$ cat config.mk
export PLATFORM = sky130hd
export DESIGN_NAME = skd_table
export DESIGN_NICKNAME = d
export VERILOG_FILES = /design/src/design/skd_pkg.sv /design/src/design/skd_table.sv
export SDC_FILE = /design/constraint.sdc
export NUM_CORES = 2
export LEC_CHECK = 0
export BUFFER_PORTS_ARGS = -buffer_cell sky130_fd_sc_hd__clkbuf_2
export CORE_MARGIN = 8
export CORE_UTILIZATION = 50
export CTS_CLUSTER_SIZE = 28
export DETAILED_ROUTE_END_ITERATION = 12
export PLACE_DENSITY = 0.68
export SYNTH_ARGS = -nofsm -noshare
export SYNTH_HDL_FRONTEND = slang
export SYNTH_SLANG_ARGS = --single-unit
$ cat constraint.sdc
create_clock -name clk -period 5 [get_ports clk]
set_clock_uncertainty 0.1 [all_clocks]
set_input_delay 0.5 -clock clk [delete_from_list [all_inputs] [get_ports clk]]
set_output_delay 0.5 -clock clk [all_outputs]
set_load 0.02 [all_outputs]
$ cat src/design/skd_pkg.sv
`default_nettype none

package skd_pkg;

  localparam int HASH_W  = 31;
  localparam int VALUE_W = 32;
  localparam int SLOT_W  = 6;

  localparam logic [HASH_W-1:0] MULT_START = 31'd63689;
  localparam logic [HASH_W-1:0] MULT_STEP  = 31'd378551;

  localparam logic [1:0] OP_LOOKUP = 2'd0;
  localparam logic [1:0] OP_INSERT = 2'd1;
  localparam logic [1:0] OP_DELETE = 2'd2;

  localparam logic [2:0] ST_HIT      = 3'd0;
  localparam logic [2:0] ST_MISS     = 3'd1;
  localparam logic [2:0] ST_INSERTED = 3'd2;
  localparam logic [2:0] ST_REPLACED = 3'd3;
  localparam logic [2:0] ST_DELETED  = 3'd4;
  localparam logic [2:0] ST_FULL     = 3'd5;

  typedef struct packed {
    logic [1:0]         operation;
    logic [7:0]         key_byte;
    logic               key_last;
    logic [VALUE_W-1:0] value_in;
  } req_t;

  typedef struct packed {
    logic [2:0]         status;
    logic [VALUE_W-1:0] value_out;
    logic [SLOT_W-1:0]  slot;
  } rsp_t;

  // finished key from the hash unit
  typedef struct packed {
    logic              valid;
    logic [HASH_W-1:0] id;
  } hash_key_t;

  // operation handed to the table sequencer
  typedef struct packed {
    logic               valid;
    logic [1:0]         operation;
    logic [HASH_W-1:0]  id;
    logic [VALUE_W-1:0] value;
  } tbl_cmd_t;

endpackage

`default_nettype wire

$ cat src/design/skd_table.sv
`default_nettype none

module skd_table #(
  parameter int CAPACITY   = 64,
  parameter int VALUE_BITS = 32
) (
  input  wire logic                clk,
  input  wire logic                rst,
  input  wire skd_pkg::tbl_cmd_t   cmd,
  output logic                     idle,
  output logic                     rsp_valid,
  input  wire logic                rsp_ready,
  output skd_pkg::rsp_t            rsp
);

  localparam int AW = $clog2(CAPACITY);
  localparam int PW = $clog2(CAPACITY + 1);
  localparam int EW = 1 + skd_pkg::HASH_W + VALUE_BITS;
  localparam logic [PW-1:0] CAP_P  = PW'(CAPACITY);
  localparam logic [PW-1:0] CAP_M1 = PW'(CAPACITY - 1);

  typedef enum logic [2:0] {
    S_IDLE,
    S_SCAN,
    S_DECIDE,
    S_APPEND,
    S_PACK,
    S_DONE
  } state_t;

  // entry layout: {live, id, value}
  logic [EW-1:0]                mem [CAPACITY];
  logic [EW-1:0]                rd_data;
  logic                         we;
  logic [AW-1:0]                wa;
  logic [AW-1:0]                ra;
  logic [EW-1:0]                wd;

  state_t                       state;
  logic [PW-1:0]                ptr;
  logic [PW-1:0]                issue_idx;
  logic [PW-1:0]                w_idx;
  logic [AW-1:0]                data_idx;
  logic                         data_vld;
  logic [skd_pkg::HASH_W-1:0]   key;
  logic [1:0]                   op;
  logic [VALUE_BITS-1:0]        val;
  logic                         hit;
  logic [AW-1:0]                hit_idx;
  logic [VALUE_BITS-1:0]        hit_val;
  logic                         post;
  logic [AW-1:0]                track_idx;
  logic [AW-1:0]                moved;
  logic [2:0]                   res_status;
  logic [VALUE_BITS-1:0]        res_val;
  logic [AW-1:0]                res_slot;

  logic                         rd_live;
  logic [skd_pkg::HASH_W-1:0]   rd_id;
  logic [VALUE_BITS-1:0]        rd_val;
  logic                         issue_more;
  logic                         hit_now;
  logic [VALUE_BITS-1:0]        cmd_val;
  logic [skd_pkg::VALUE_W-1:0]  vout;
  logic [skd_pkg::SLOT_W-1:0]   slot_o;

  if (VALUE_BITS >= skd_pkg::VALUE_W) begin : g_vin_wide
    assign cmd_val = VALUE_BITS'(cmd.value);
    assign vout    = res_val[skd_pkg::VALUE_W-1:0];
  end else begin : g_vin_narrow
    assign cmd_val = cmd.value[VALUE_BITS-1:0];
    assign vout    = skd_pkg::VALUE_W'(res_val);
  end

  if (AW >= skd_pkg::SLOT_W) begin : g_slot_wide
    assign slot_o = res_slot[skd_pkg::SLOT_W-1:0];
  end else begin : g_slot_narrow
    assign slot_o = skd_pkg::SLOT_W'(res_slot);
  end

  assign rd_live    = rd_data[EW-1];
  assign rd_id      = rd_data[VALUE_BITS +: skd_pkg::HASH_W];
  assign rd_val     = rd_data[VALUE_BITS-1:0];
  assign issue_more = (issue_idx < ptr);
  assign hit_now    = data_vld && rd_live && (rd_id == key);
  assign ra         = issue_idx[AW-1:0];

  assign idle          = (state == S_IDLE);
  assign rsp_valid     = (state == S_DONE);
  assign rsp.status    = res_status;
  assign rsp.value_out = vout;
  assign rsp.slot      = slot_o;

  always_comb begin
    we = 1'b0;
    wa = ptr[AW-1:0];
    wd = {1'b1, key, val};
    unique case (state)
      S_DECIDE: begin
        if (hit && op == skd_pkg::OP_INSERT) begin
          we = 1'b1;
          wa = hit_idx;
        end else if (hit && op == skd_pkg::OP_DELETE) begin
          we = 1'b1;
          wa = hit_idx;
          wd = {1'b0, key, hit_val};
        end
      end
      S_APPEND: we = (ptr != CAP_P);
      S_PACK: begin
        if (data_vld && rd_live) begin
          we = 1'b1;
          wa = w_idx[AW-1:0];
          wd = rd_data;
        end
      end
      default: we = 1'b0;
    endcase
  end

  always_ff @(posedge clk) begin
    if (we) begin
      mem[wa] <= wd;
    end
    rd_data <= mem[ra];
  end

  always_ff @(posedge clk) begin
    if (rst) begin
      state    <= S_IDLE;
      ptr      <= '0;
      data_vld <= 1'b0;
    end else begin
      unique case (state)
        S_IDLE: begin
          if (cmd.valid) begin
            key       <= cmd.id;
            op        <= cmd.operation;
            val       <= cmd_val;
            issue_idx <= '0;
            data_vld  <= 1'b0;
            state     <= S_SCAN;
          end
        end
        S_SCAN: begin
          if (hit_now) begin
            hit      <= 1'b1;
            hit_idx  <= data_idx;
            hit_val  <= rd_val;
            data_vld <= 1'b0;
            state    <= S_DECIDE;
          end else if (!issue_more && !data_vld) begin
            hit   <= 1'b0;
            state <= S_DECIDE;
          end else begin
            data_vld <= issue_more;
            data_idx <= issue_idx[AW-1:0];
            if (issue_more) begin
              issue_idx <= issue_idx + PW'(1);
            end
          end
        end
        S_DECIDE: begin
          res_val  <= '0;
          res_slot <= hit ? hit_idx : '0;
          unique case (op)
            skd_pkg::OP_INSERT: begin
              if (hit) begin
                res_status <= skd_pkg::ST_REPLACED;
                state      <= S_DONE;
              end else if (ptr == CAP_P) begin
                // pack before the append
                issue_idx <= '0;
                data_vld  <= 1'b0;
                w_idx     <= '0;
                post      <= 1'b0;
                state     <= S_PACK;
              end else begin
                state <= S_APPEND;
              end
            end
            skd_pkg::OP_DELETE: begin
              res_status <= hit ? skd_pkg::ST_DELETED : skd_pkg::ST_MISS;
              state      <= S_DONE;
            end
            default: begin
              res_status <= hit ? skd_pkg::ST_HIT : skd_pkg::ST_MISS;
              res_val    <= hit ? hit_val : '0;
              state      <= S_DONE;
            end
          endcase
        end
        S_APPEND: begin
          if (ptr == CAP_P) begin
            res_status <= skd_pkg::ST_FULL;
            res_slot   <= '0;
            state      <= S_DONE;
          end else begin
            ptr <= ptr + PW'(1);
            if (ptr == CAP_M1) begin
              // table just filled: pack and follow the new entry
              track_idx <= ptr[AW-1:0];
              moved     <= ptr[AW-1:0];
              issue_idx <= '0;
              data_vld  <= 1'b0;
              w_idx     <= '0;
              post      <= 1'b1;
              state     <= S_PACK;
            end else begin
              res_status <= skd_pkg::ST_INSERTED;
              res_slot   <= ptr[AW-1:0];
              state      <= S_DONE;
            end
          end
        end
        S_PACK: begin
          if (!issue_more && !data_vld) begin
            ptr <= w_idx;
            if (post) begin
              res_status <= skd_pkg::ST_INSERTED;
              res_slot   <= moved;
              state      <= S_DONE;
            end else begin
              state <= S_APPEND;
            end
          end else begin
            if (data_vld && rd_live) begin
              w_idx <= w_idx + PW'(1);
              if (post && data_idx == track_idx) begin
                moved <= w_idx[AW-1:0];
              end
            end
            data_vld <= issue_more;
            data_idx <= issue_idx[AW-1:0];
            if (issue_more) begin
              issue_idx <= issue_idx + PW'(1);
            end
          end
        end
        S_DONE: begin
          if (rsp_ready) begin
            state <= S_IDLE;
          end
        end
        default: state <= S_IDLE;
      endcase
    end
  end

  a_scan_bound: assert property (@(posedge clk) disable iff (rst)
    (state == S_SCAN) |-> (issue_idx <= ptr))
    else $error("scan index ran past the append pointer");

  a_pack_order: assert property (@(posedge clk) disable iff (rst)
    (state == S_PACK && data_vld) |-> (w_idx <= PW'(data_idx)))
    else $error("pack write overtook the read");

  a_value_zero: assert property (@(posedge clk) disable iff (rst)
    (rsp_valid && rsp.status != skd_pkg::ST_HIT) |-> (rsp.value_out == '0))
    else $error("nonzero value on a result other than a hit");

  a_done_release: assert property (@(posedge clk) disable iff (rst)
    (rsp_valid && rsp_ready) |=> idle)
    else $error("sequencer did not return to idle after handoff");

  a_ptr_range: assert property (@(posedge clk) disable iff (rst)
    (state == S_DONE && res_status == skd_pkg::ST_INSERTED) |-> (ptr != '0))
    else $error("insert reported with an empty table");

endmodule

`default_nettype wire

---- Word-level counts from Yosys, hierarchy flattened ----
Memories as Yosys holds them, arrays and structs flattened. A register that Yosys moved wholly into a read port is not among the register bits.
Index checks and enable logic that the tools add are counted.
storage, ports and cells
  flip-flop bits (word level) ............. 189
  memory bits (writable) .................. 4,096
  input bits .............................. 69
  output and inout bits ................... 43
  memories kept ........................... 1
memory list
  name  depth  width  rd ports  clocked after Yosys merged registers in  wr ports  RTL line         RTL
  mem   64     64     1         1                                        1         skd_table.sv:32  logic [EW-1:0] mem [CAPACITY];
cells by class
  $add $sub $neg .......................... 3
  order comparisons ....................... 1
  equal/unequal tests ..................... 28
  multiplexer cells ....................... 79
  bitwise logic cells ..................... 3
  reductions and logical operators ........ 31
operators by type and width
  kind                                           number
  two-way mux 64 bit                             3
  case mux 64 bit (2 select lines)               1
  two-way mux 7 bit                              13
  two-way mux 6 bit                              15
  two-way mux 3 bit                              15
  case mux 6 bit (2 select lines)                3
  case mux 7 bit (5 select lines)                1
  == test 31 bit                                 1
  != test 2 bit, second input constant           12
  adder 7 x 1 -> 7 bit, second input constant    3
  case mux 7 bit (3 select lines)                1
  AND reduction 7 bit                            3
  two-way mux 1 bit                              19
  case mux 3 bit (6 select lines)                1
  case mux 6 bit (3 select lines)                1
  AND reduction 9 bit                            2
  AND reduction 3 bit                            5
  case mux 7 bit (2 select lines)                1
  != test 3 bit, second input constant           3
  case mux 3 bit (3 select lines)                1
  AND reduction 4 bit                            2
  nonzero test 2 bit                             4
  == test 7 x 6 -> 1 bit, second input constant  1
  == test 7 bit, second input constant           1
  23 further kinds                               33

---- Longest topological paths before layout ----
  depth in word-level cells ............... 7
  mapped depth ............................ 10
  mapped depth without buffers ............ 8

---- Least setup slack after synthesis ----
Ideal clock, no wire load.
  path kind ............................... register to register
  from .................................... register op[0]
  to ...................................... memory mem[50][0] in the netlist's numbering, enable pin
  library setup time ...................... 487 ps
  arrival time ............................ 4,753 ps
  path slack .............................. -340 ps
  stages on the path, launching flop included .. 10
  buffers on the path ..................... 2
  period minus slack after synthesis ...... 5,340 ps
  path through ............................ edfxtp_1 > ha_1 > or2_1 > buf_1 > a22oi_2 > a221o_1 > nor2b_1 > nand2b_1 > clkbuf_1 > nor2_1
on the way
  cells in the longest elaborated chain, start to end .. 7
  elaborated cells on any way between the ends .. 12
  classes of those cells .................. eq/ne (2); mux (8); reduce/logical (2)
RTL lines
  element                                  RTL line          RTL
  start: declaration                       skd_table.sv:46   logic [1:0] op;
  start signal: assignment                 skd_table.sv:138  op <= cmd.operation;
  == test 2 bit                            skd_table.sv:103  end else if (hit && op == skd_pkg::OP_DELETE) begin
  logical AND 1 bit                        skd_table.sv:103
  two-way mux 1 bit                        skd_table.sv:103
  two-way mux 1 bit                        skd_table.sv:100  if (hit && op == skd_pkg::OP_INSERT) begin
  case mux 1 bit (3 select lines)          skd_table.sv:98   unique case (state)
  two-way mux 1 bit                        skd_table.sv:122  if (we) begin
  two-way mux 1 bit (not written as such)  skd_table.sv:123  mem[wa] <= wd;
  end: declaration                         skd_table.sv:32
Several ways; a longest one is shown, not always the timed one.

---- Worst setup path in the final report ----
  from .................................... register data_vld
  to ...................................... register hit_val[19], enable pin
on the way
  cells in the longest elaborated chain, start to end .. 3
RTL lines
  element                               RTL line          RTL
  start: declaration                    skd_table.sv:44   logic data_vld;
  start signal: assignment              skd_table.sv:156  data_vld <= issue_more;
  start signal: assignment              skd_table.sv:233  data_vld <= issue_more;
  logical AND 1 bit (2 in a row)        skd_table.sv:85   assign hit_now = data_vld && rd_live && (rd_id == key);
  AND reduction 3 bit (no source line)  -
  end signal: assignment                skd_table.sv:149  hit_val <= rd_val;
  end: declaration                      skd_table.sv:50   logic [VALUE_BITS-1:0] hit_val;
No other way between the ends.
A chain may end at the register's enable or synchronous reset.

==> out/results.ini <==
[power_and_ir_drop]
seq_power_share_pct = 44.4
power_density_nw_per_um2 = 499
power_leakage_nw = 59.3
internal_power_mw = 69.7
clockPowerShare_pct = 34.3
net_sw_share_pct = 26.4
power.share.combinational_pct = 21.3
vdd.ir_drop.worst_v = 0.000330
switching_power_mw = 24.9

[detailed_routing]
vias_per_cell = 6.54
wirelength_mm = 437
via_count = 79364
drt_first_iter_violations = 12755
detailed_route_wire_length_per_cell_um = 36.0
drcViolationCount = 0
first_pass_iters = 6
ant_nets = 0

[clocking]
clk_latency_ps = 960
clock_sinks = 4349
clock_path_buffers = 4
resized_gates_after_cts = 0
cts_made_buffers = 428
h_tree_depth = 5
clk_pin_slew_ps = 60
cts_tree = built
cts_setup_buffers = 0
clk_root_buffer_cell = sky130_fd_sc_hd__clkbuf_16

[finish]
multiInputGateArea_um2 = 34200
seqCellArea_um2 = 130000
final_core_util_pct = 57.6
filler_cell_count = 22971
non_filler_instance_count_after_layout = 12140
layout-drive-gt1-share_pct = 32.6
areaGrowthSynthToFinish_pct = 14.9
finish.net_count = 7481

[timing]
unrepaired_setup_endpoints_after_global_routing = false
maxSlewHeadroom_pct = 2.49
finalSetupTns_ps = 0
fin_crit_sh_pct = 90.8
report.final.hold_viol_count = 0
final.hold.worst_slack_ps = 150
final.setup.worst_slack_ps = 458
worst_slew_pin_slew_ps = 1460
final.min_clock_period_ps = 4540
finalMaxSlewViolations = 0
setup_viol_count_final = 0
max_clock_freq_mhz = 220

[placement]
port-buffer-count = 111
pre_cts_ws_ps = 691
post-place-cells = 11266
gp_routability_congestion = 0.865
place_hpwl_mm = 235

[global_route]
first_global_vias = 78839
maximum_number_of_pins_on_one_net_before_global_route_repair = 90
first_pass_grt_wire_length_mm = 611
global_route.overflow_total = 0
groute.usage.overall_pct = 24.7
antenna_violations_before_repair = 16

[hold_path]
min-delay-path-class = primary input to flip-flop

[synthesis]
synth.net_count = 6844
asyncSetResetFlopFracSynth_pct = 0
synth.ff_latch_count = 4349
yosys.cell_count.top_type = sky130_fd_sc_hd__edfxtp_1
synth.largest_area_cell = sky130_fd_sc_hd__edfxtp_1
ys_seq_area_share_pct = 78.6
synth.yosys.warnings = 0
synth_enable_flop_cells = 4274
postSynth.topFlopCell = sky130_fd_sc_hd__edfxtp_1
synth.top_cells.by_area = sky130_fd_sc_hd__edfxtp_1 78%, sky130_fd_sc_hd__mux4_2 17%, sky130_fd_sc_hd__dfxtp_1 0.91%
mappedNetlistArea_um2 = 165000
post_synth_most_frequent_cells = 4274 x sky130_fd_sc_hd__edfxtp_1, 1280 x sky130_fd_sc_hd__mux4_2, 192 x sky130_fd_sc_hd__clkbuf_1, 161 x sky130_fd_sc_hd__nand2_1, 117 x sky130_fd_sc_hd__a22oi_1
synth_largest_type_area_fraction_pct = 77.7
yosys.cell_types.count = 56
syn_inst = 6762
synth.avg_cell_area_um2 = 24.4

[floorplanning]
initial_utilization_pct = 50.1
design.portCount = 112
floorplan.die_area_um2 = 349000
core_region_area_um2 = 329000
dieHeight_um = 591
floorplan.rows = 211
die_x_um = 591

[critical_path]
crit_family = simple AND/OR/NAND/NOR gates
highest_delay_cell_along_the_critical_path = sky130_fd_sc_hd__nand4_1
cp.arrival_ps = 5000
timing.critical_path.cells = nand2_1 > nor4_1 > nand4_1 > or2_2 > nor3_2 > buf_4
setup.worst_path.end_class = flip-flop
critical_path.max_fanout = 22
cp.buffers_inverters = 1
cp_required_ps = 5460
worst_path_largest_cell_delay_ps = 960
crit_type = flip-flop to flip-flop
startpoint_type = flip-flop

[job]
max_cap_viol_count = 0

[outcome]
run_status = finished clean

[metrics by stage]
step	total power, mW	instance area, µm²
finish	94.6	190000
global route	97.3	190000
global placement	62.6	175000
CTS	95.0	190000
floorplan	56.0	165000
detailed placement	62.8	175000
[timing repair]
| action | CTS | global route |
|---|---|---|
| endpoints found under the setup margin | 0 | 0 |
| hold buffers | 69 | 0 |
| hold endpoints to repair | 72 | 0 |
[cell type report]
| class | count | area share, % |
|---|---|---|
| flip-flops and latches | 4349 | 68.4 |
| inverters | 18 | 0.0356 |
| repair buffers | 563 | 3.12 |
| diodes | 10 | 0.0132 |
| clock buffers | 531 | 5.95 |
| well taps | 4366 | 2.88 |
| clock inverters | 264 | 1.54 |
| multi-input cells | 2039 | 18.0 |
[cells by family after synthesis]
logic type	synth area share, %
xor+xnor	0.255
flops	78.6
fa+ha+maj	0.0985
compound gates	0.955
mux	18.0
buf+inv	1.00
simple gates	1.09
[worst register-to-register path, delay by kind of cell (launching register included)]
kind | cells | cell delay, ps
AND/OR/NAND/NOR | 5 | 3190
buffers and inverters | 1 | 470
flip-flops | 1 | 380
[power groups by stage]
| stage | logic, mW | registers (mW) | clock network (mW) |
|---|---|---|---|
| 6_report | 20.1 | 42.0 | 32.5 |
| 5_1_grt | 21.1 | 42.0 | 34.2 |
| 4_1_cts | 20.3 | 42.0 | 32.8 |
| 3_5_place_dp | 20.1 | 42.7 | 0 |
| 3_3_place_gp | 19.8 | 42.8 | 0 |
| 2_1_floorplan | 13.5 | 42.5 | 0 |
[registers in the layout, indices dropped and copies added (netlist names), 7 cells and up]
| signal | cells |
|---|---|
| key | 31 |
| ptr | 7 |
| w_idx | 7 |
| rd_data | 64 |
| res_val | 32 |
| hit_val | 32 |
| mem | 4096 |
| issue_idx | 7 |
| val | 32 |
[path summary, 6_finish.rpt]
kind,from,endpoint,slack (ps),depth (start not counted)
setup / recovery,data_vld,hit_val[19],460,6
hold / removal,cmd[28],val[28],150,2
setup reg to reg,data_vld,hit_val[19],460,6
hold reg to reg,rd_data[18],hit_val[18],340,0
[cell usage in the layout, fill, tap and decap left out, drive strengths merged, types with 3 or more instances in the layout]
cell,instances
clkbuf,642
or2,10
a21o,3
mux2,54
a2111oi,3
a221o,5
mux2i,25
nand2b,11
and3,44
nor4,12
nand3,12
a22oi,118
nor3,8
a211oi,7
and2,6
nor2b,9
clkinv,185
o32ai,3
xor2,36
dlygate4sd3,69
mux4,1280
o21ai,47
xnor2,12
a221oi,4
ha,13
diode,10
nand4,10
edfxtp,4274
buf,383
clkinvlp,15
nand4b,3
nand2,161
dfxtp,75
a222oi,4
nor2,101
a21oi,20
bufinv,52
inv,30
[metal layers]
layer  track usage [%]  up-vias  wire length (µm)
met5                 0        -                 0
met4              6.77        0             13100
met3              5.55      707             52700
met2              38.6     5110            205000
met1              35.8    43009            166000
li1                  -    30538                 -
No activity file was read; power rests on OpenSTA's default activity.
