## src/design/skd_pkg.sv

```systemverilog
`default_nettype none

package skd_pkg;

  localparam int HASH_W  = 31;
  localparam int VALUE_W = 32;
  localparam int SLOT_W  = 6;

  localparam logic [HASH_W-1:0] MULT_START = 31'd63689;
  localparam logic [HASH_W-1:0] MULT_STEP  = 31'd378551;

  localparam logic [1:0] OP_LOOKUP = 2'd0;
  localparam logic [1:0] OP_INSERT = 2'd1;
  localparam logic [1:0] OP_DELETE = 2'd2;

  localparam logic [2:0] ST_HIT      = 3'd0;
  localparam logic [2:0] ST_MISS     = 3'd1;
  localparam logic [2:0] ST_INSERTED = 3'd2;
  localparam logic [2:0] ST_REPLACED = 3'd3;
  localparam logic [2:0] ST_DELETED  = 3'd4;
  localparam logic [2:0] ST_FULL     = 3'd5;

  typedef struct packed {
    logic [1:0]         operation;
    logic [7:0]         key_byte;
    logic               key_last;
    logic [VALUE_W-1:0] value_in;
  } req_t;

  typedef struct packed {
    logic [2:0]         status;
    logic [VALUE_W-1:0] value_out;
    logic [SLOT_W-1:0]  slot;
  } rsp_t;

  // finished key from the hash unit
  typedef struct packed {
    logic              valid;
    logic [HASH_W-1:0] id;
  } hash_key_t;

  // operation handed to the table sequencer
  typedef struct packed {
    logic               valid;
    logic [1:0]         operation;
    logic [HASH_W-1:0]  id;
    logic [VALUE_W-1:0] value;
  } tbl_cmd_t;

endpackage

`default_nettype wire

```

## src/design/skd_hash.sv

```systemverilog
`default_nettype none

module skd_hash (
  input  wire logic                  clk,
  input  wire logic                  rst,
  input  wire logic                  start,
  input  wire logic [7:0]            key_byte,
  input  wire logic                  key_last,
  output logic                       idle,
  output skd_pkg::hash_key_t         key
);

  typedef enum logic [1:0] {
    H_IDLE,
    H_MUL,
    H_ADD
  } state_t;

  state_t                          state;
  logic [skd_pkg::HASH_W-1:0]      hash;
  logic [skd_pkg::HASH_W-1:0]      mult;
  logic [skd_pkg::HASH_W-1:0]      prod;
  logic [7:0]                      byte_q;
  logic                            last_q;

  logic [skd_pkg::HASH_W-1:0]      op_a;
  logic [skd_pkg::HASH_W-1:0]      op_b;
  logic [2*skd_pkg::HASH_W-1:0]    mul_full;
  logic [skd_pkg::HASH_W-1:0]      mul_lo;
  logic [skd_pkg::HASH_W-1:0]      hash_next;

  // one multiplier: hash * mult first, then mult * step
  always_comb begin
    op_a = (state == H_MUL) ? hash : mult;
    op_b = (state == H_MUL) ? mult : skd_pkg::MULT_STEP;
  end

  assign mul_full  = op_a * op_b;
  assign mul_lo    = mul_full[skd_pkg::HASH_W-1:0];
  assign hash_next = prod + skd_pkg::HASH_W'(byte_q);

  assign idle      = (state == H_IDLE);
  assign key.valid = (state == H_ADD) && last_q;
  assign key.id    = hash_next;

  always_ff @(posedge clk) begin
    if (rst) begin
      state <= H_IDLE;
      hash  <= '0;
      mult  <= skd_pkg::MULT_START;
    end else begin
      unique case (state)
        H_IDLE: begin
          if (start) begin
            byte_q <= key_byte;
            last_q <= key_last;
            state  <= H_MUL;
          end
        end
        H_MUL: begin
          prod  <= mul_lo;
          state <= H_ADD;
        end
        H_ADD: begin
          // restart the fold after the final byte
          if (last_q) begin
            hash <= '0;
            mult <= skd_pkg::MULT_START;
          end else begin
            hash <= hash_next;
            mult <= mul_lo;
          end
          state <= H_IDLE;
        end
        default: state <= H_IDLE;
      endcase
    end
  end

endmodule

`default_nettype wire

```

## config.mk

```make
export PLATFORM = sky130hd
export DESIGN_NAME = skd_hash
export DESIGN_NICKNAME = d
export VERILOG_FILES = /design/src/design/skd_pkg.sv /design/src/design/skd_hash.sv
export SDC_FILE = /design/constraint.sdc
export NUM_CORES = 1
export LEC_CHECK = 0
export BUFFER_PORTS_ARGS = -buffer_cell sky130_fd_sc_hd__buf_2
export CORE_MARGIN = 2
export CORE_UTILIZATION = 35
export DETAILED_ROUTE_END_ITERATION = 16
export PLACE_DENSITY = 0.58
export SLEW_MARGIN = 5
export SYNTH_ARGS = -nofsm -noshare
export SYNTH_HDL_FRONTEND = slang
export SYNTH_SLANG_ARGS = --single-unit
export TNS_END_PERCENT = 10
```

## constraint.sdc

```tcl
create_clock -name clk -period 12.66 [get_ports clk]
set_input_delay 1.899 -clock clk [delete_from_list [all_inputs] [get_ports clk]]
set_output_delay 1.899 -clock clk [all_outputs]
set_load 0.05 [all_outputs]
```

Word level (Yosys, flattened, before mapping)
Cells that the tools add are included.

Add/sub/neg operators: 1. $mul: 1. Eq/ne operators: 3. Mux-type cells: 6. Bitwise gates (word level): 1. Reductions and logical operators: 4.

Operators by type and width (count): two-way mux 31 bit (4); adder 31 x 8 -> 31 bit (1); multiplier 31 x 31 -> 31 bit (1); case mux 2 bit (2 select lines) (1); AND reduction 3 bit (1); == test 2 x 1 -> 1 bit, second input constant (1); == test 2 bit, second input constant (1); logical NOT 2 bit (1); two-way mux 2 bit (1); != test 2 bit, second input constant (1); AND reduction 2 bit (1); logical AND 1 bit (1); NOT 1 bit (1).

Register bits after elaboration: 104. Word-level logic and storage cells: 22.

Logic depth before layout (Yosys ltp)
Gate-level depths: netlist of the first run.

Depth after elaboration: 4. Depth in mapped cells: 33. Gate-level depth less buffers: 30.

Worst setup path after synthesis of the first run
No wires, ideal clock.

Kind: register to register. Start: register state[0]. End: register prod[29] (netlist bit), data pin. Data arrival time: 7.636 ns. Data required time: 12.405 ns. Setup slack: 4.769 ns. Cell stages (with the launch flop): 28. Buffers on the path: 4. Path through: dfxtp_1 -> nor2b_1 -> buf_6 -> clkbuf_1 -> buf_2 -> clkbuf_1 -> mux2i_1 -> nor2_1 -> fa_1 -> fa_1 -> fa_1 -> inv_1 -> fa_1 -> inv_1 -> fa_1 -> inv_1 -> fa_1 -> inv_1 -> fa_1 -> fa_1 -> ha_1 -> a21o_1 -> a31oi_1 -> o21ai_1 -> o211ai_1 -> a21oi_1 -> or3_1 -> and2_1.

Word-level cells in the longest chain between the ends: 3.

Ends and longest elaborated chain: from (decl) (line skd_hash.sv:19) `state_t state;`; from (signal assigned) (line skd_hash.sv:48) `state <= H_IDLE;`; from (signal assigned) (line skd_hash.sv:57) `state <= H_MUL;`; from (signal assigned) (line skd_hash.sv:62) `state <= H_ADD;`; == test 2 x 1 -> 1 bit * (line skd_hash.sv:34, skd_hash.sv:35); two-way mux 31 bit, on equally long branches (line skd_hash.sv:34, skd_hash.sv:35); multiplier 31 x 31 -> 31 bit * (line skd_hash.sv:38) `assign mul_full = op_a * op_b;`; named net mul_full (one bit) (line skd_hash.sv:28) `logic [2*skd_pkg::HASH_W-1:0] mul_full;`; to (signal assigned) (line skd_hash.sv:61) `prod <= mul_lo;`; to (decl) (line skd_hash.sv:22) `logic [skd_pkg::HASH_W-1:0] prod;`.

Mark *: on every way through the listed nets, which the timed path passes. The rest lies on a longest branch. A chain may end at the register's enable or synchronous reset.

Worst setup path in the final report of the first run
Start: register state[0]. End: register mult[23] (netlist bit).

Word-level cells in the longest chain between the ends: 4.

Ends and longest elaborated chain: == test 2 x 1 -> 1 bit * (line skd_hash.sv:34, skd_hash.sv:35); two-way mux 31 bit, on equally long branches (line skd_hash.sv:34, skd_hash.sv:35); multiplier 31 x 31 -> 31 bit * (line skd_hash.sv:38); named net mul_full (one bit) (line skd_hash.sv:28); two-way mux 31 bit * (line skd_hash.sv:66) `if (last_q) begin`; to (signal assigned) (line skd_hash.sv:50) `mult <= skd_pkg::MULT_START;`; to (signal assigned) (line skd_hash.sv:68) `mult <= skd_pkg::MULT_START;`; to (signal assigned) (line skd_hash.sv:71) `mult <= mul_lo;`; to (decl) (line skd_hash.sv:21) `logic [skd_pkg::HASH_W-1:0] mult;`.

Marks and branches as above.

==> flow_summary.ini, run 1 <==
[outcome]
status = complete, no violations

[die]
die-area_sq_um = 56800
die_h_microns = 238
die_x_microns = 238
io_pins = 45
initial_core_util_pct = 35.6
rows = 85
core_sq_um = 54000

[critical_path]
cp-start-kind = flip-flop
path_max_fanout = 41
cp.required_ps = 12950
path_class = reg2reg
reg2regPathDepth = 24
end_kind = flip-flop
crit_arrival_ps = 9630

[timing]
final.setup_skew_ps = 9.06
rsz0062_at_grt = no
max_freq_mhz = 107
min_period_ps = 9340
drv_slew = 0
fin_crit_sh_pct = 73.8
hold_viol_final = 0
tns_ps = 0
timing.slew.headroom_pct = 15.6
setup_viol = 0
tightest_slew_ps = 1230

[route]
drt-total-wl_microns = 66200
wl_per_cell_microns = 23.6
drc = 0
dr.pass1.iters = 5
drt_iter0_markers = 1311
vias = 15089
final_antenna_net_count = 0
vias_per_cell = 5.39

[grt]
grt_max_degree = 128
grt_pass1_vias = 16195
gr-total-overflow = 0
grt_usage_pct = 24.0
grt_antenna_before_repair = 0
grt_pass1_wl_microns = 101000

[cts]
hold_buffers = 0
clk_pin_slew_ps = 70
numCtsBuffers = 9
cts_resized = 0
cts_tree = done
clock_latency_ps = 350
clk_path_buf_depth = 2
cts_num_sinks = 104
root_buffer = clkbuf_16
h-tree-depth = 3
post-cts-setup-buffer-count = 0

[synthesis]
synth_top_area_share_pct = 39.7
yosysTopAreaCell = fa_1
synth-seq-cells = 104
synth_edf_count = 40
syn_avg_cell_area_sq_um = 9.03
ys.flop_type = dfxtp_1
syn_area_sq_um = 19200
synth_nets = 2647
yosysWarnings = 0
async_flop_share_pct = 0
syn_inst = 2127
seq_area_frac_synth_pct = 12.9
yosysUniqueCellTypes = 60
synth.area.top_cells = fa_1 (40%), ha_1 (8.3%), inv_1 (7.1%)

[layout]
nets = 2615
syn2layout_area_growth_pct = 6.27
drive_above_1_share_pct = 5.00

[hold_path]
min_path_type = reg2reg
worstHoldPathCells = 1

[job]
cap_violations = 0

[place]
dp_hpwl_microns = 52800
routabilityCongestion = 0.975
io_buffers = 44
registers in the layout (all words and copies together) (netlist names):
signal	cells
last_q	1
byte_q	8
mult	31
prod	31
hash	31
state	2
layout by cell type, fill, tap and decap left out, types with 5 or more instances in the layout:
cell	instances
o21bai_1	5
a21o_1	18
buf_4	30
nor3_1	11
xnor2_1	75
nand3_1	33
a22oi_1	20
a22o_1	26
nand2b_1	13
a21oi_1	44
dfxtp_1	64
and3_1	103
nand2_1	327
a31oi_1	19
fa_1	381
nor2_1	178
xor2_1	31
clkbuf_16	10
edfxtp_1	40
xnor3_1	5
mux2i_1	19
nor2b_1	5
ha_1	127
o21ai_1	7
o21ai_0	18
and2_1	25
buf_2	44
inv_1	361
final timing paths:
check	startpoint	end	slack [ps]
setup / recovery	state[0]	mult[23]	3320
setup reg to reg	state[0]	mult[23]	3320
hold / removal	hash[29]	hash[29]	530
hold reg to reg	hash[29]	hash[29]	530
cell usage after synthesis (all sizes together) (2+ instances only):
| cell | count |
|---|---|
| a211o | 2 |
| a21o | 18 |
| a21oi | 44 |
| a22o | 26 |
| a22oi | 20 |
| a31oi | 19 |
| a32o | 2 |
| and2 | 26 |
| and3 | 103 |
| and4 | 2 |
| buf | 10 |
| clkbuf | 108 |
| dfxtp | 64 |
| edfxtp | 40 |
| fa | 381 |
| ha | 127 |
| inv | 361 |
| mux2i | 20 |
| nand2 | 327 |
| nand2b | 14 |
| nand3 | 33 |
| nand3b | 4 |
| nor2 | 183 |
| nor2b | 6 |
| nor3 | 13 |
| nor4b | 3 |
| o211ai | 2 |
| o21a | 4 |
| o21ai | 26 |
| o21bai | 5 |
| o22ai | 2 |
| or2 | 2 |
| or3 | 4 |
| xnor2 | 75 |
| xnor3 | 5 |
| xor2 | 31 |
through the flow:
step	hold slack [ps]	instance area, sq um	utilization, %	setup WS (ps)	cells
final	532	20400	37.8	3320	2799
after global routing	549	20400	37.8	3000	2796
after CTS	531	20400	37.8	3550	2796
after detailed placement	512	20100	37.3	3620	2780
after global placement	516	20100	37.3	3730	2780
after floorplan	442	19200	-	4770	2127
worst max-delay path, cell delays in order (launching register included):
cell and delay [ps]:
dfxtp_1 490, nor2b_4 740, buf_4 520, mux2i_1 1050, nor2_1 180, fa_1 580, inv_1 50, fa_1 400
inv_1 100, fa_1 430, inv_1 80, fa_1 420, inv_1 90, fa_1 460, fa_1 600, fa_1 450
fa_1 470, ha_1 400, and2_1 210, nand2_1 70, a211oi_1 420, nor2_1 160, o21bai_1 210, xor2_1 460
a22o_1 220
area by class of cell:
cell class	instances	area, sq um
fillers	5477	33600
multi-input cells	1543	14900
flip-flops and latches	104	2480
inverters	362	1360
well taps	696	871
repair buffers	75	465
clock buffers	13	262
clock inverters	3	25.0
diodes	3	7.51
per-layer routing:
layer  GRT usage [%]  part of all wire (%)  up-vias
met5               0                     0        -
met4            7.71                   3.5        0
met3            6.07                    10      115
met2            37.7                    45      748
met1            32.6                    41     7708
li1                -                     -     6518
logic make-up (layout without fill, tap and decap cells):
logic type / after synthesis / count (layout) / synth area share (%)
mux: 20 / 20 / 1.06
fa+ha+maj: 508 / 508 / 48.0
buf+inv: 480 / 453 / 9.44
compound gates: 182 / 182 / 6.38
other cells: 0 / 3 / 0
flops: 104 / 104 / 12.9
simple gates: 722 / 722 / 16.8
xor+xnor: 111 / 111 / 5.42
Power of run 1 is left out: the tool's default activity adds up to more than one toggle a clock period on the data nets, which glitch-free logic cannot reach.
==> run 2, diff against run 1 <==
PLACE_DENSITY = 0.59   (was 0.58)
clock period = 8.5 ns   (was 12.66 ns; I/O delays follow)
==> flow_summary.ini, run 2 (same netlist as run 1, synthesis figures left out) <==
[route]
drt-total-wl_microns = 68900
drt_iter0_markers = 1612
drc = 0
dr.pass1.iters = 6
final_antenna_net_count = 0
wl_per_cell_microns = 24.1
vias = 15504
vias_per_cell = 5.42

[timing]
max_freq_mhz = 121
fin_crit_sh_pct = 96.9
min_period_ps = 8230
setup_viol = 0
final.setup_skew_ps = 12.9
hold_ws_ps = 536
hold_viol_final = 0
timing.slew.headroom_pct = 18.5
tightest_slew_ps = 1220
drv_slew = 0

[cts]
clk_path_buf_depth = 2
cts_tree = done
hold_buffers = 0
cts_num_sinks = 104
root_buffer = clkbuf_16
clk_pin_slew_ps = 80
h-tree-depth = 3
clock_latency_ps = 350
numCtsBuffers = 9

[die]
core_sq_um = 54000
die-area_sq_um = 56800
initial_core_util_pct = 35.6
io_pins = 45
die_h_microns = 238
die_x_microns = 238
rows = 85

[place]
placed_cells = 2843
io_buffers = 44
post_dp_cell_area_sq_um = 20600
dp_hpwl_microns = 56400
routabilityCongestion = 0.995

[critical_path]
crit_arrival_ps = 8340
end_kind = flip-flop
cpMostUsedCell = fa_1
path_class = reg2reg
slowest_delay_ps = 660
slowest_stage = fa_1
cp-start-kind = flip-flop
path_max_fanout = 7
cp_num_buf_inv = 6
crit_family = adder cells
cp.required_ps = 8600

[layout]
drive_above_1_share_pct = 8.12
fin_util_pct = 38.9
diodes = 0
syn2layout_area_growth_pct = 9.26
nets = 2682
multi_input_area_sq_um = 15000
fillCellCount = 5491
reg_top3 = hash: 31 flops, mult: 31 flops, prod: 31 flops
final_cell_mix = fa_1 (381), inv_1 (361), nand2_1 (327)
regArea_sq_um = 2480
final_common_cell = fa_1
design_area_sq_um = 21000
stdcell_count = 2863

[job]
cap_violations = 0

[hold_path]
min_path_type = reg2reg

[grt]
grt_max_degree = 46
grt_antenna_before_repair = 1
grt_usage_pct = 24.7
grt_pass1_vias = 16005
grt_pass1_wl_microns = 103000
gr-total-overflow = 0

[outcome]
status = complete, no violations
-- run 2: cell count changes in the layout (fill, tap and decap cells not counted), moves of 2 or more --
| cell | delta |
|---|---|
| inv_6 | -2 |
| inv_8 | +2 |
| buf_12 | +3 |
| buf_4 | +64 |
| diode_2 | -3 |
| clkinv_4 | +2 |
| clkbuf_1 | -3 |
-- run 2: final timing paths --
kind	to	slack (ps)	from	depth (start not counted)
worst max-delay path	prod[29]	270	state[0]	25
worst max register to register	prod[29]	270	state[0]	25
worst min register to register	hash[30]	540	hash[30]	1
worst min-delay path	hash[30]	540	hash[30]	1
-- run 2: cell type report --
type                            instances  area share (%)
Sequential cell                       104            11.8
Timing Repair Buffer                  142            4.79
Multi-Input combinational cell       1543            71.2
Tap cell                              696            4.15
Clock buffer                           11            1.26
Inverter                              362            6.47
Clock inverter                          5           0.268
-- run 2: stage by stage --
step	setup WS, ps	setup TNS, ps
final	266	0
after global routing	-6.69	-13.3
after CTS	127	0
after detailed placement	171	0
after global placement	260	0
after floorplan	609	0
-- run 2: worst register-to-register path, cell delays in order (launching register included) --
cell and delay (ps):
dfxtp_1 500, nor2b_4 250, buf_4 200, mux2i_2 520, buf_4 230, nor2_1 60
fa_1 510, fa_1 440, fa_1 540, inv_1 50, fa_1 470, inv_1 50
fa_1 490, inv_1 50, fa_1 530, inv_1 50, fa_1 380, fa_1 660
ha_1 340, a21o_1 200, a31oi_1 190, o21ai_1 160, o211ai_1 420, a21oi_1 150
or3_1 380, and2_1 170
-- run 2: timing repair --
item                                    CTS  global route
resized for setup                         0             3
setup buffers                             0             4
endpoints found under the setup margin    0            12
-- run 2: layer usage --
| layer | GRT usage (%) | vias to the layer above | routed length (microns) |
|---|---|---|---|
| met5 | 0 | - | 0 |
| met4 | 9.07 | 0 | 2910 |
| met3 | 4.69 | 145 | 6800 |
| met2 | 37.5 | 877 | 29800 |
| met1 | 35.2 | 7838 | 29400 |
| li1 | - | 6644 | - |
Power of run 2 is left out for the same reason.
==> run 3, diff against run 2 <==
CORE_UTILIZATION = 60   (was 35)
PLACE_DENSITY = default   (was 0.59)
PLACE_DENSITY_LB_ADDON = 0.05   (was default)
==> flow_summary.ini, run 3 (same netlist as run 1, synthesis figures left out) <==
[outcome]
status = complete, no violations

[die]
die_h_microns = 183
io_pins = 45
rows = 65
initial_core_util_pct = 60.9
die-area_sq_um = 33500
die_x_microns = 183
core_sq_um = 31600

[timing]
setup_viol = 0
min_period_ps = 8190
rsz0062_at_grt = no
timing.slew.headroom_pct = 23.7
tightest_slew_ps = 1140
drv_slew = 0
fin_crit_sh_pct = 96.3
hold_viol_final = 0
final.setup_skew_ps = 13.5
tns_ps = 0
max_freq_mhz = 122

[layout]
multi_input_area_sq_um = 15000
reg_top3 = hash: 31 flops, mult: 31 flops, prod: 31 flops
final_cell_mix = fa_1 (381), inv_1 (361), nand2_1 (327)
design_area_sq_um = 20600
syn2layout_area_growth_pct = 7.34
nets = 2689
drive_above_1_share_pct = 8.23
diodes = 0
fillCellCount = 2711
regArea_sq_um = 2480
stdcell_count = 2576
final_common_cell = fa_1

[grt]
gr-total-overflow = 0
grt_pass1_wl_microns = 99400
grt_usage_pct = 40.4
grt_antenna_before_repair = 2
grt_pass1_vias = 16405
grt_max_degree = 48

[cts]
numCtsBuffers = 9
h-tree-depth = 3
cts_num_sinks = 104
clk_path_buf_depth = 2
clock_latency_ps = 350
root_buffer = clkbuf_16
cts_tree = done
clk_pin_slew_ps = 80

[route]
dr.pass1.iters = 5
vias_per_cell = 6.04
drc = 0
vias = 15558
drt-total-wl_microns = 64600
wl_per_cell_microns = 25.1
final_antenna_net_count = 0
drt_iter0_markers = 1588

[critical_path]
crit_arrival_ps = 8280
cp-start-kind = flip-flop
path_max_fanout = 15
path_class = reg2reg
timing.rr.start = state[0]
cp.required_ps = 8590
timing.rr.end = prod[27]
end_kind = flip-flop
reg2regPathDepth = 25
r2r_slack_ps = 310

[place]
placed_cells = 2555
io_buffers = 44
post_dp_cell_area_sq_um = 20300
dp_hpwl_microns = 53100
routabilityCongestion = 1.05

[hold_path]
min_path_type = reg2reg
min_to = hash[30]
worstHoldPathCells = 1
holdCritStartpoint = hash[30]

[job]
cap_violations = 0
-- run 3: changes by cell type in the layout (fill, tap and decap cells not counted), moves of 2 or more --
cell and change:
clkbuf_1 +2, buf_4 +9, buf_12 -2, inv_6 +2, inv_8 -2
-- run 3: final cells by class --
class,count,area share (%)
clock inverters,5,0.309
repair buffers,149,5.01
inverters,362,6.59
flip-flops and latches,104,12.0
clock buffers,11,1.13
multi-input cells,1543,72.5
well taps,402,2.44
-- run 3: worst max-delay path by stage --
| stage | slack, ps | to | startpoint | cells past startpoint |
|---|---|---|---|---|
| finish | 310 | prod[27] | state[0] | 25 |
| global route | 120 | prod[27] | state[0] | 25 |
| CTS | 270 | prod[29] | state[0] | 24 |
| detailed placement | 300 | prod[29] | state[0] | 24 |
| global placement | 350 | prod[29] | state[0] | 24 |
| floorplan | 610 | prod[29] | state[0] | 27 |
-- run 3: what timing repair did --
item	4_1_cts	5_1_grt
hold buffers	0	0
hold endpoints to repair	0	0
endpoints found under the setup margin	0	6
resized for setup	0	1
setup buffers	0	5
-- run 3: stage by stage --
stage	setup WS, ps	hold WS [ps]	util (%)
global route	120	510	65.4
global placement	354	465	64.2
floorplan	609	442	-
finish	314	486	65.4
CTS	270	484	65.2
detailed placement	301	466	64.2
-- run 3: per-layer routing --
metal	track usage [%]	part of all wire [%]	up-vias
li1	-	-	6665
met4	16.2	4.4	2
met3	10.7	12	166
met2	61.0	43	952
met1	56.0	40	7773
met5	0	0.017	-
-- run 3: critical path, stage by stage, from the launching register on --
cell and delay, ps:
dfxtp_1 500, nor2b_4 230, buf_12 160, mux2i_1 690, nor2_1 140, fa_1 540
fa_1 440, fa_1 540, inv_1 40, fa_1 470, inv_1 60, fa_1 510
inv_1 60, fa_1 530, inv_1 50, fa_1 400, fa_1 500, ha_1 490
and2_1 230, nand2_1 80, a211oi_1 400, o211ai_1 200, buf_4 190, a21oi_1 170
o21ai_0 120, and2_1 180
Power of run 3 is left out for the same reason.
